**config.mk**
```make
export PLATFORM = sky130hd
export DESIGN_NAME = unison_wavetable_oscillator_flat
export DESIGN_NICKNAME = d
export VERILOG_FILES = /design/src/rtl/core/uwo_pkg.sv /design/src/rtl/core/uwo_if.sv /design/src/rtl/core/unison_wavetable_oscillator.sv /design/src/rtl/core/uwo_ctrl.sv /design/src/rtl/core/uwo_datapath.sv /design/src/flat_wrapper.sv
export VERILOG_INCLUDE_DIRS = /design/src /design/src/rtl/core
export SDC_FILE = /design/constraint.sdc
export NUM_CORES = 2
export LEC_CHECK = 0
export BUFFER_PORTS_ARGS = -buffer_cell sky130_fd_sc_hd__buf_2
export CAP_MARGIN = 20
export CORE_UTILIZATION = 50
export DETAILED_ROUTE_END_ITERATION = 10
export PLACE_DENSITY = 0.68
export RECOVER_POWER = 25
export REMOVE_ABC_BUFFERS = 1
export SLEW_MARGIN = 25
export SYNTH_ARGS = -nofsm -noshare
export SYNTH_HDL_FRONTEND = slang
export SYNTH_SLANG_ARGS = --single-unit
```
**constraint.sdc**
```tcl
create_clock -name clock -period 20.4 [get_ports clock]
set_clock_uncertainty 0.05 [all_clocks]
set_input_delay 4.08 -clock clock [delete_from_list [all_inputs] [get_ports clock]]
set_output_delay 4.08 -clock clock [all_outputs]
set_load 0.005 [all_outputs]
```
**src/rtl/core/unison_wavetable_oscillator_assert.svh**
```systemverilog
// Assertion macros for the unison wavetable oscillator.
// Used by the top level only.
`ifndef UNISON_WAVETABLE_OSCILLATOR_ASSERT_SVH
`define UNISON_WAVETABLE_OSCILLATOR_ASSERT_SVH
// implication checked every clock, quiet during reset
`define UWO_ASSERT_IMP(label, clk, rst, a, c) \
   label: assert property (@(posedge clk) disable iff (rst) (a) |-> (c)) \
      else $error("assertion failed");
// next-cycle implication
`define UWO_ASSERT_NEXT(label, clk, rst, a, c) \
   label: assert property (@(posedge clk) disable iff (rst) (a) |=> (c)) \
      else $error("assertion failed");
`endif

```
**src/rtl/core/uwo_pkg.sv**
```systemverilog
// Package for the unison wavetable oscillator: constants, types, sine table.
// No dependencies.
`timescale 1ns / 1ps
package uwo_pkg;
   localparam int TABLE_SIZE_DEF  = 1024;
   localparam int MAX_VOICES_DEF  = 15;
   localparam int SAMPLE_BITS_DEF = 16;
   localparam logic [15:0] LFSR_SEED = 16'hACE1;
   localparam logic [15:0] LFSR_TAPS = 16'hB400;

   localparam logic [2:0] WAVE_SINE   = 3'd0;
   localparam logic [2:0] WAVE_SQUARE = 3'd1;
   localparam logic [2:0] WAVE_TRI    = 3'd2;
   localparam logic [2:0] WAVE_SAW    = 3'd3;
   localparam logic [2:0] WAVE_NOISE  = 3'd4;

   localparam logic [2:0] REG_WAVEFORM = 3'd0;
   localparam logic [2:0] REG_OFFSET   = 3'd1;
   localparam logic [2:0] REG_DUTY     = 3'd2;
   localparam logic [2:0] REG_VOICES   = 3'd3;
   localparam logic [2:0] REG_DETUNE   = 3'd4;
   localparam logic [2:0] REG_PPHZ     = 3'd5;

   typedef enum logic [2:0] {
      ST_IDLE, ST_STEP, ST_WAVE, ST_ACCUM, ST_DIV, ST_OUT
   } state_type;

   // controller -> datapath
   typedef struct packed {
      logic start;    // latch input, clear sum
      logic step;     // multiply for current voice
      logic wave;     // phase update and lookup
      logic accum;    // add to sum, next voice
      logic div_init;
      logic div_step;
      logic noise;    // step the lfsr
      logic zero;     // undefined waveform
      logic present;  // load output
   } cmd_type;

   // datapath -> controller
   typedef struct packed {
      logic last_voice;
      logic div_done;
   } status_type;

   // pi/2 in Q30
   localparam logic [63:0] HALF_PI_Q30 = 64'd1686629713;

   typedef logic [255:0][14:0] sine_table_type;

   // round(16384*sin(pi/2*i/256)), Q30 integer Taylor series up to x^15;
   // evaluated once at elaboration into a constant table
   function automatic sine_table_type sine_table();
      sine_table_type tbl;
      logic [63:0] x, x2, t;
      longint sum;
      for (int i = 0; i < 256; i++) begin
         x = (HALF_PI_Q30 * 64'(i)) >> 8;
         x2 = (x * x) >> 30;
         t = x;
         sum = longint'(x);
         for (int n = 1; n <= 7; n++) begin
            t = ((t * x2) >> 30) / 64'((2 * n) * (2 * n + 1));
            if (n[0]) sum = sum - longint'(t);
            else sum = sum + longint'(t);
         end
         if (sum < 0) sum = 0;
         tbl[i] = 15'(((64'(sum) * 64'd16384) + (64'd1 << 29)) >> 30);
      end
      return tbl;
   endfunction
endpackage

```
**src/rtl/core/uwo_if.sv**
```systemverilog
// Valid/ready channel interfaces for the oscillator.
// Depends on nothing.
`timescale 1ns / 1ps
interface uwo_req_if;
   logic        valid;
   logic        ready;
   logic [18:0] frequency;
   modport source (output valid, output frequency, input ready);
   modport sink   (input valid, input frequency, output ready);
endinterface

interface uwo_rsp_if;
   logic               valid;
   logic               ready;
   logic signed [15:0] sample;
   modport source (output valid, output sample, input ready);
   modport sink   (input valid, input sample, output ready);
endinterface

interface uwo_csr_if;
   logic        valid;
   logic        ready;
   logic [2:0]  index;
   logic [31:0] data;
   modport source (output valid, output index, output data, input ready);
   modport sink   (input valid, input index, input data, output ready);
endinterface

```
**src/rtl/core/unison_wavetable_oscillator.sv**
```systemverilog
// Channel   | dir | transfer
// req       | in  | frequency, 19 bits, valid/ready
// rsp       | out | sample, signed 16 bits, valid/ready
// csr       | in  | index 3 bits, data 32 bits, valid/ready
// Per item: step, wave and accumulate states per voice, then the serial
// divider; noise and undefined codes go straight to output. A request is taken
// only after the last is presented. Synchronous reset clears phases, the LFSR
// and config registers. A waiting result blocks only the next presentation.
`timescale 1ns / 1ps
`include "unison_wavetable_oscillator_assert.svh"
module unison_wavetable_oscillator #(
   parameter int TABLE_SIZE  = uwo_pkg::TABLE_SIZE_DEF,
   parameter int MAX_VOICES  = uwo_pkg::MAX_VOICES_DEF,
   parameter int SAMPLE_BITS = uwo_pkg::SAMPLE_BITS_DEF
) (
   input logic clock,
   input logic reset,
   uwo_req_if.sink   req,
   uwo_rsp_if.source rsp,
   uwo_csr_if.sink   csr
);
   logic [2:0]  waveform_ff;
   logic [9:0]  offset_ff;
   logic signed [15:0] duty_ff;
   logic [3:0]  voices_ff;
   logic [19:0] detune_ff;
   logic [31:0] pphz_ff;
   uwo_pkg::cmd_type cmd;
   uwo_pkg::status_type status;

   assign csr.ready = 1'b1;

   // configuration registers
   always_ff @(posedge clock) begin
      if (reset) begin
         waveform_ff <= uwo_pkg::WAVE_SINE;
         offset_ff <= '0;
         duty_ff <= '0;
         voices_ff <= 4'd1;
         detune_ff <= '0;
         pphz_ff <= '0;
      end else if (csr.valid) begin
         unique case (csr.index)
            uwo_pkg::REG_WAVEFORM: waveform_ff <= csr.data[2:0];
            uwo_pkg::REG_OFFSET:   offset_ff <= csr.data[9:0];
            uwo_pkg::REG_DUTY:     duty_ff <= csr.data[15:0];
            uwo_pkg::REG_VOICES:   voices_ff <= csr.data[3:0];
            uwo_pkg::REG_DETUNE:   detune_ff <= csr.data[19:0];
            uwo_pkg::REG_PPHZ:     pphz_ff <= csr.data;
            default: ;
         endcase
      end
   end

   uwo_ctrl u_ctrl (
      .clock, .reset,
      .req_valid(req.valid), .req_ready(req.ready),
      .rsp_valid(rsp.valid), .rsp_ready(rsp.ready),
      .waveform(waveform_ff), .status, .cmd
   );

   uwo_datapath #(
      .TABLE_SIZE(TABLE_SIZE), .MAX_VOICES(MAX_VOICES), .SAMPLE_BITS(SAMPLE_BITS)
   ) u_dp (
      .clock, .reset, .cmd, .status,
      .frequency(req.frequency), .waveform(waveform_ff),
      .phase_offset(offset_ff), .duty_threshold(duty_ff),
      .voice_count(voices_ff), .detune(detune_ff), .phase_per_hz(pphz_ff),
      .sample(rsp.sample)
   );

   `UWO_ASSERT_NEXT(a_present_valid, clock, reset, cmd.present, rsp.valid)
   `UWO_ASSERT_IMP(a_one_cmd, clock, reset, 1'b1,
      $onehot0({cmd.step, cmd.wave, cmd.accum, cmd.div_step, cmd.present}))
   `UWO_ASSERT_IMP(a_no_overwrite, clock, reset, rsp.valid && !rsp.ready, !cmd.present)
endmodule

```
**src/rtl/core/uwo_ctrl.sv**
```systemverilog
// Sequencer for the oscillator: one voice per pass, then divide and present.
// Depends on uwo_pkg.
`timescale 1ns / 1ps
module uwo_ctrl (
   input  logic                clock,
   input  logic                reset,
   input  logic                req_valid,
   output logic                req_ready,
   output logic                rsp_valid,
   input  logic                rsp_ready,
   input  logic [2:0]          waveform,
   input  uwo_pkg::status_type status,
   output uwo_pkg::cmd_type    cmd
);
   uwo_pkg::state_type state_ff, state_in;
   logic valid_ff, valid_in;

   always_ff @(posedge clock) begin
      if (reset) begin
         state_ff <= uwo_pkg::ST_IDLE;
         valid_ff <= 1'b0;
      end else begin
         state_ff <= state_in;
         valid_ff <= valid_in;
      end
   end

   assign rsp_valid = valid_ff;

   always_comb begin
      state_in = state_ff;
      valid_in = valid_ff & ~rsp_ready;
      cmd = '0;
      req_ready = 1'b0;
      unique case (state_ff)
         uwo_pkg::ST_IDLE: begin
            req_ready = 1'b1;
            if (req_valid) begin
               cmd.start = 1'b1;
               if (waveform == uwo_pkg::WAVE_NOISE) begin
                  cmd.noise = 1'b1;
                  state_in = uwo_pkg::ST_OUT;
               end else if (waveform > uwo_pkg::WAVE_NOISE) begin
                  cmd.zero = 1'b1;
                  state_in = uwo_pkg::ST_OUT;
               end else begin
                  state_in = uwo_pkg::ST_STEP;
               end
            end
         end
         uwo_pkg::ST_STEP: begin
            cmd.step = 1'b1;
            state_in = uwo_pkg::ST_WAVE;
         end
         uwo_pkg::ST_WAVE: begin
            cmd.wave = 1'b1;
            state_in = uwo_pkg::ST_ACCUM;
         end
         uwo_pkg::ST_ACCUM: begin
            cmd.accum = 1'b1;
            if (status.last_voice) begin
               cmd.div_init = 1'b1;
               state_in = uwo_pkg::ST_DIV;
            end else begin
               state_in = uwo_pkg::ST_STEP;
            end
         end
         uwo_pkg::ST_DIV: begin
            cmd.div_step = 1'b1;
            if (status.div_done) state_in = uwo_pkg::ST_OUT;
         end
         uwo_pkg::ST_OUT: begin
            // wait until the output register is free
            if (!valid_ff || rsp_ready) begin
               cmd.present = 1'b1;
               valid_in = 1'b1;
               state_in = uwo_pkg::ST_IDLE;
            end
         end
         default: state_in = uwo_pkg::ST_IDLE;
      endcase
   end
endmodule

```
**src/rtl/core/uwo_datapath.sv**
```systemverilog
// Oscillator datapath: phase registers, step multiplier, wave lookup,
// sum, restoring divider, LFSR and output register. Depends on uwo_pkg.
`timescale 1ns / 1ps
module uwo_datapath #(
   parameter int TABLE_SIZE  = uwo_pkg::TABLE_SIZE_DEF,
   parameter int MAX_VOICES  = uwo_pkg::MAX_VOICES_DEF,
   parameter int SAMPLE_BITS = uwo_pkg::SAMPLE_BITS_DEF
) (
   input  logic                clock,
   input  logic                reset,
   input  uwo_pkg::cmd_type    cmd,
   output uwo_pkg::status_type status,
   input  logic [18:0]         frequency,
   input  logic [2:0]          waveform,
   input  logic [9:0]          phase_offset,
   input  logic signed [15:0]  duty_threshold,
   input  logic [3:0]          voice_count,
   input  logic [19:0]         detune,
   input  logic [31:0]         phase_per_hz,
   output logic signed [15:0]  sample
);
   localparam int TB = $clog2(TABLE_SIZE);
   localparam int VB = (MAX_VOICES > 1) ? $clog2(MAX_VOICES) : 1;
   localparam int SB = 16 + 4 + 1;
   localparam logic [15:0] SMASK = (SAMPLE_BITS < 16) ?
                                   16'hFFFF << (16 - SAMPLE_BITS) : 16'hFFFF;
   localparam uwo_pkg::sine_table_type SINE_TABLE = uwo_pkg::sine_table();

   logic [31:0] phase_ff [MAX_VOICES];
   logic [18:0] freq_ff;
   logic [VB-1:0] voice_ff;
   logic [3:0] count_ff;
   logic [51:0] prod_ff;
   logic neg_ff;
   logic signed [16:0] wave_ff;
   logic signed [SB-1:0] sum_ff;
   logic [15:0] lfsr_ff, lfsr_in;
   logic [19:0] rem_ff, quo_ff;
   logic [4:0] dcnt_ff;
   logic dneg_ff;
   logic signed [15:0] sample_ff;

   // effective count, clamped
   logic [3:0] cnt_eff;
   always_comb begin
      cnt_eff = (voice_count == 4'd0) ? 4'd1 : voice_count;
      if ({1'b0, cnt_eff} > 5'(MAX_VOICES)) cnt_eff = 4'(MAX_VOICES);
   end

   // effective frequency of current voice
   logic signed [21:0] feff;
   logic [20:0] fmag;
   always_comb begin
      if (voice_ff == '0) feff = 22'(freq_ff);
      else if (voice_ff[0]) feff = 22'(freq_ff) - 22'(detune);
      else feff = 22'(freq_ff) + 22'(detune);
      fmag = feff[21] ? 21'(-feff) : 21'(feff);
   end

   // step and lookup phase
   logic [31:0] inc, stepv, newph, lp;
   logic [TB-1:0] k;
   always_comb begin
      inc = prod_ff[TB+31:TB];
      stepv = neg_ff ? 32'(0 - inc) : inc;
      newph = phase_ff[voice_ff] + stepv;
      k = newph[31:32-TB] + TB'(phase_offset);
      lp = {k, {(32-TB){1'b0}}};
   end

   // waveform value
   logic [7:0] addr;
   logic signed [15:0] hs;
   logic [14:0] rv;
   logic signed [17:0] u, tri_v;
   logic signed [16:0] wv;
   always_comb begin
      addr = lp[29:22];
      rv = SINE_TABLE[lp[30] ? 8'(9'd256 - {1'b0, addr}) : addr];
      if (lp[30] && addr == 8'd0) rv = 15'd16384;
      hs = lp[31] ? -$signed({1'b0, rv}) : $signed({1'b0, rv});
      u = $signed({2'b00, lp[31:16]});
      if (u < 18'sd16384) tri_v = u <<< 1;
      else if (u < 18'sd49152) tri_v = 18'sd65536 - (u <<< 1);
      else tri_v = (u - 18'sd65536) <<< 1;
      case (waveform)
         uwo_pkg::WAVE_SINE: wv = 17'(hs);
         uwo_pkg::WAVE_SQUARE:
            wv = ($signed({hs, 1'b0}) > 17'(duty_threshold)) ? 17'sd32767 : -17'sd32768;
         uwo_pkg::WAVE_TRI: wv = (tri_v > 18'sd32767) ? 17'sd32767 : 17'(tri_v);
         default: wv = 17'($signed(lp[31:16]));
      endcase
   end

   always_comb begin
      lfsr_in = {1'b0, lfsr_ff[15:1]} ^ (lfsr_ff[0] ? uwo_pkg::LFSR_TAPS : 16'h0);
   end

   // restoring division of |sum| by count
   logic [20:0] trial;
   assign trial = {rem_ff, quo_ff[19]} - {17'd0, count_ff};

   assign status.last_voice = ({1'b0, voice_ff} + 5'd1) >= {1'b0, count_ff};
   assign status.div_done = (dcnt_ff == 5'd19);

   always_ff @(posedge clock) begin
      if (reset) begin
         for (int i = 0; i < MAX_VOICES; i++) phase_ff[i] <= '0;
         lfsr_ff <= uwo_pkg::LFSR_SEED;
      end else begin
         if (cmd.wave) phase_ff[voice_ff] <= newph;
         if (cmd.noise) lfsr_ff <= lfsr_in;
      end
   end

   always_ff @(posedge clock) begin
      if (cmd.start) begin
         freq_ff <= frequency;
         voice_ff <= '0;
         count_ff <= cnt_eff;
         sum_ff <= '0;
         // noise and undefined codes park their value in the quotient
         if (cmd.noise) begin
            quo_ff <= {4'd0, lfsr_in};
            dneg_ff <= 1'b0;
         end
         if (cmd.zero) begin
            quo_ff <= '0;
            dneg_ff <= 1'b0;
         end
      end
      if (cmd.step) begin
         prod_ff <= 52'(fmag) * 52'(phase_per_hz);
         neg_ff <= feff[21];
      end
      if (cmd.wave) wave_ff <= wv;
      if (cmd.accum) begin
         sum_ff <= sum_ff + SB'(wave_ff);
         voice_ff <= VB'(voice_ff + 1'b1);
      end
      if (cmd.div_init) begin
         dneg_ff <= sum_ff[SB-1] ^ wave_ff[16] ? (sum_ff + SB'(wave_ff)) < 0
                                              : sum_ff[SB-1];
         quo_ff <= 20'((sum_ff + SB'(wave_ff)) < 0 ? -(sum_ff + SB'(wave_ff))
                                                   : (sum_ff + SB'(wave_ff)));
         rem_ff <= '0;
         dcnt_ff <= '0;
      end
      if (cmd.div_step) begin
         if (!trial[20]) begin
            rem_ff <= trial[19:0];
            quo_ff <= {quo_ff[18:0], 1'b1};
         end else begin
            rem_ff <= {rem_ff[18:0], quo_ff[19]};
            quo_ff <= {quo_ff[18:0], 1'b0};
         end
         dcnt_ff <= dcnt_ff + 5'd1;
      end
      if (cmd.present) begin
         sample_ff <= (dneg_ff ? 16'(-quo_ff) : 16'(quo_ff)) & SMASK;
      end
   end

   assign sample = sample_ff;
endmodule

```
**src/flat_wrapper.sv**
```systemverilog
// flat-port wrapper written by rule: the top's interface ports become plain ports
module unison_wavetable_oscillator_flat 
#(
   parameter int TABLE_SIZE  = uwo_pkg::TABLE_SIZE_DEF,
   parameter int MAX_VOICES  = uwo_pkg::MAX_VOICES_DEF,
   parameter int SAMPLE_BITS = uwo_pkg::SAMPLE_BITS_DEF
)
  (clock, reset, req_valid, req_frequency, req_ready, rsp_valid, rsp_sample, rsp_ready, csr_valid, csr_index, csr_data, csr_ready);
  uwo_req_if req_i ();
  uwo_rsp_if rsp_i ();
  uwo_csr_if csr_i ();
  input logic clock;
  input logic reset;
  input wire logic [$bits(req_i.valid)-1:0] req_valid;
  input wire logic [$bits(req_i.frequency)-1:0] req_frequency;
  output wire logic [$bits(req_i.ready)-1:0] req_ready;
  output wire logic [$bits(rsp_i.valid)-1:0] rsp_valid;
  output wire logic [$bits(rsp_i.sample)-1:0] rsp_sample;
  input wire logic [$bits(rsp_i.ready)-1:0] rsp_ready;
  input wire logic [$bits(csr_i.valid)-1:0] csr_valid;
  input wire logic [$bits(csr_i.index)-1:0] csr_index;
  input wire logic [$bits(csr_i.data)-1:0] csr_data;
  output wire logic [$bits(csr_i.ready)-1:0] csr_ready;
  assign req_i.valid = req_valid;
  assign req_i.frequency = req_frequency;
  assign req_ready = req_i.ready;
  assign rsp_valid = rsp_i.valid;
  assign rsp_sample = rsp_i.sample;
  assign rsp_i.ready = rsp_ready;
  assign csr_i.valid = csr_valid;
  assign csr_i.index = csr_index;
  assign csr_i.data = csr_data;
  assign csr_ready = csr_i.ready;
  unison_wavetable_oscillator #(.TABLE_SIZE(TABLE_SIZE), .MAX_VOICES(MAX_VOICES), .SAMPLE_BITS(SAMPLE_BITS)) u_core (.clock(clock), .reset(reset), .req(req_i), .rsp(rsp_i), .csr(csr_i));
endmodule
```
==> results.md <==
- Area of the die: 128000 um2
- Vias per cell: 6.20
- Maximum clock frequency: 58.3 MHz
- Slew of the pin with the lowest slew margin: 3480 ps
- Area of the mapped netlist: 63100 um2
- Proportion of synthesized chip area in sequential cells: 0.354
- Post-synthesis adder-cell area fraction: 0.216
- Routability-driven placement congestion ratio: 0.965
- Maximum number of pins on one net before global-route repair: 73
- Largest family of logic cells by synthesized area: adder cells
- Final Net Count: 7042
- Count of boundary I/O pins: 78
- Mean Syn Cell Area: 10.0 um2
- Clock Sink Count: 781
- Class of the worst hold path: reg -> reg
- Maximum root-to-sink buffer count: 3
- Share of the cycle needed by the critical path after routing: 0.841
- Number of port buffers: 76
- Met1 Use GR: 0.435
- Final hold violation count: 0
- Inserted Clock Buffers: 86
- Synth top area share: 0.320
- FF-to-FF path depth: 49
- Number of global-route vias before repair: 48400
- Max-capacitance violation count: 9
- Max-slew violations: 360
- Wire length per cell: 25.4 um
- Delay contributed by the slowest stage of the critical path: 2370 ps
- Final period demand of the worst path: 17150 ps
- P&R area growth vs syn: 7.97%
- Setup-failing EPs final: 0
- Critical Path Source Type: register
- Top cell type by total area after synthesis: edfxtp_1
- Area fraction in compound gates after synthesis: 0.106
- H-tree lvl count: 3
- Cell with the largest stage delay on the worst path: dfxtp_1
- Antenna Violating Nets Remaining: 0
- GRT busiest layer: met2
- Post-Place Cell Area: 65400 um2
- Count of unique library cells instantiated by Yosys: 115
- Layout cells sized above 1: 0.105
- Wire length of the first global-routing pass: 303000 um
- Worst slew slack as a fraction of its limit: -1.32
- Setup repair after global routing missed its margin: false
- Buffer type at the clock tree root: clkbuf_16
- Gate count after technology mapping: 6297
- Number of cells upsized or downsized after cts: 0
- Worst Path Required: 20810 ps
- Post-Place Setup Slack: 5000 ps
- Worst Setup Slack, final: 3250 ps
- Met2 Use GR: 0.498
- Number of vias after detailed routing: 49100
- Startpoint of the worst hold path: u_core.duty_ff[8]
- Std-Cell Core Area: 124000 um2
- Met3 routing resource usage after global routing: 0.0531
- Count of flip-flops with a built-in enable after synthesis: 672
- Clock Pin Slew Worst Setup and Hold Paths: 60 ps
- Number of DRC markers in iteration 0: 5983
- Synthesized-area fraction occupied by xor and xnor cells: 0.0315
- Simple-gate portion of the synthesized area: 0.164
- Run status: finished with violations
- Fraction of registers with async set/reset: 0
- Cell count of the worst hold path: 2
- CTS tree: built
- DR pass1 iterations: 6
- Post-layout instance area: 68100 um2
- Violated checks: max-capacitance violations, max-slew violations
- Terminus of the critical flop-to-flop path: u_core.u_dp.wave_ff[4]
- Hold endpoint: u_core.duty_ff[8]
- Drt drc: 0
- Clk_lat worst skew: 710 ps
- Effective utilization at floorplan: 0.507
- Post-route setup TNS: 0 ps
- Cells taking the most area after synthesis: edfxtp_1, fa_1, mux4_2, ha_1, nand2_1
- Antenna violations before repair: 7
- Synth Warn #: 0
- Total grt overflow: 0
- Dpl hpwl: 135000 um
- Main synth FF type: edfxtp_1
- Kind of end point of the critical path: register
- Crit-path max FO: 41
- Reg-to-reg slack, setup: 3250 ps
- Type of the worst setup path: reg -> reg
- Wire length reported by the detailed router: 201000 um
- Count of buffers added by post-CTS timing repair for setup: 0
- Hold-fix buffers at CTS: 0
- Number of register bits inferred by synthesis: 781
- Total number of placement rows: 129
- Multiplexer fraction of the synthesized cell area: 0.0616
- Die boundary height: 357 um
- Global-route usage over all layers: 0.317
- Die boundary width: 357 um
- Data arrival time of the critical path: 17560 ps
==> sequential cells by signal (all words and copies together) (netlist names), 4 cells and up, named ones only <==
name and count:
u_core.u_dp.dcnt_ff 5, u_core.offset_ff 10, u_core.u_dp.quo_ff 20, u_core.pphz_ff 32, u_core.u_dp.voice_ff 4, u_core.detune_ff 20, u_core.u_dp.phase_ff 512, u_core.u_dp.sample 16
u_core.u_dp.prod_ff 32, u_core.u_dp.lfsr_ff 16, u_core.u_dp.sum_ff 21, u_core.u_dp.wave_ff 17, u_core.u_dp.rem_ff 20, u_core.u_dp.freq_ff 19, u_core.duty_ff 16, u_core.voices_ff 4
u_core.u_dp.count_ff 4
==> how the worst max path moves through the flow <==
| stage | cells after the start | slack (ps) | endpoint |
|---|---|---|---|
| after floorplan | 46 | 270 | u_core.u_dp.wave_ff[9] |
| after global placement | 49 | 4740 | u_core.u_dp.wave_ff[4] |
| after CTS | 49 | 5060 | u_core.u_dp.wave_ff[2] |
| after detailed placement | 49 | 5000 | u_core.u_dp.wave_ff[4] |
| after global routing | 49 | 1950 | u_core.u_dp.wave_ff[2] |
| final | 49 | 3250 | u_core.u_dp.wave_ff[4] |
==> cell usage after synthesis, types with 15 or more instances <==
library cell / count
or2_2: 20
a31oi_1: 53
buf_2: 47
mux4_2: 160
ha_1: 255
nand4_1: 27
nand3_1: 97
or3_1: 39
clkbuf_1: 335
o22ai_1: 23
o31ai_1: 48
a21o_1: 50
fa_1: 520
a311oi_1: 22
nand2_1: 792
o211ai_1: 36
or4_1: 16
nor2_1: 690
nor3_1: 133
a21oi_1: 274
a211oi_1: 38
edfxtp_1: 672
nor2b_1: 30
dfxtp_1: 109
mux2i_1: 22
a211o_1: 15
inv_1: 669
and3_1: 26
buf_1: 20
o21a_1: 42
and2_1: 252
o221ai_1: 18
xnor2_1: 149
xor2_1: 68
nor4_1: 24
o21ai_0: 158
nand2b_1: 40
==> layout by cell type (no fill, tap or decap), types with 24 or more instances in the layout <==
master | Yosys | final
clkbuf_16 | 0 | 87
a21o_1 | 50 | 50
ha_1 | 255 | 255
mux4_2 | 160 | 160
and3_1 | 26 | 26
xnor2_1 | 149 | 135
o31ai_1 | 48 | 48
fa_1 | 520 | 520
or3_1 | 39 | 39
o21ai_0 | 158 | 157
nand2b_1 | 40 | 25
dfxtp_1 | 109 | 106
buf_4 | 13 | 153
edfxtp_1 | 672 | 672
nor2_1 | 690 | 687
o211ai_1 | 36 | 36
inv_1 | 669 | 669
nand4_1 | 27 | 27
clkbuf_1 | 335 | 35
nand3_1 | 97 | 90
xor2_1 | 68 | 56
buf_2 | 47 | 73
a21oi_1 | 274 | 273
nand2_1 | 792 | 785
a31oi_1 | 53 | 52
and2_1 | 252 | 243
nor3_1 | 133 | 132
nor4_1 | 24 | 24
nor2b_1 | 30 | 30
o21a_1 | 42 | 42
a211oi_1 | 38 | 37
==> per-layer routing <==
metal / wire (um) / vias to the layer above
met3: 18300 / 487
met5: 38 / -
li1: - / 21300
met2: 93200 / 2625
met1: 80400 / 24700
met4: 9590 / 6
==> through the flow <==
stage          utilization  std cells  hold WS (ps)
2_1_floorplan            -       5880           377
3_3_place_gp         0.525       7757           389
6_report             0.547       7919           406
4_1_cts              0.548       7913           407
3_5_place_dp         0.526       7757           400
5_1_grt              0.547       7915           421
==> critical path: cells and delay by family, from the launching register on <==
kind	cells	cell delay, ps
AO/OA/AOI/OAI	31	7790
AND/OR/NAND/NOR	7	2140
flip-flops	1	2370
buffers and inverters	4	1560
multiplexers	2	1060
adder cells (fa/ha/maj)	5	1900
==> cells by family (layout without fill, tap and decap cells) <==
group | count (synthesis) | after routing
buffers and inverters | 1092 | 1071
AO/OA/AOI/OAI | 985 | 985
XOR/XNOR | 221 | 221
multiplexers | 187 | 187
flip-flops | 781 | 781
adder cells (fa/ha/maj) | 775 | 775
other | 1 | 7
AND/OR/NAND/NOR | 2255 | 2255
==> area by class of cell <==
| class | count | area (um2) |
|---|---|---|
| diodes | 6 | 15.0 |
| clock buffers | 110 | 2280 |
| clock inverters | 46 | 439 |
| fillers | 10800 | 56300 |
| inverters | 675 | 2530 |
| multi-input cells | 4424 | 36900 |
| flip-flops and latches | 781 | 22400 |
| well taps | 1637 | 2050 |
| repair buffers | 240 | 1570 |
Power is left out: the tool's default activity adds up to more than one toggle a clock period on the data nets, which glitch-free logic cannot reach.
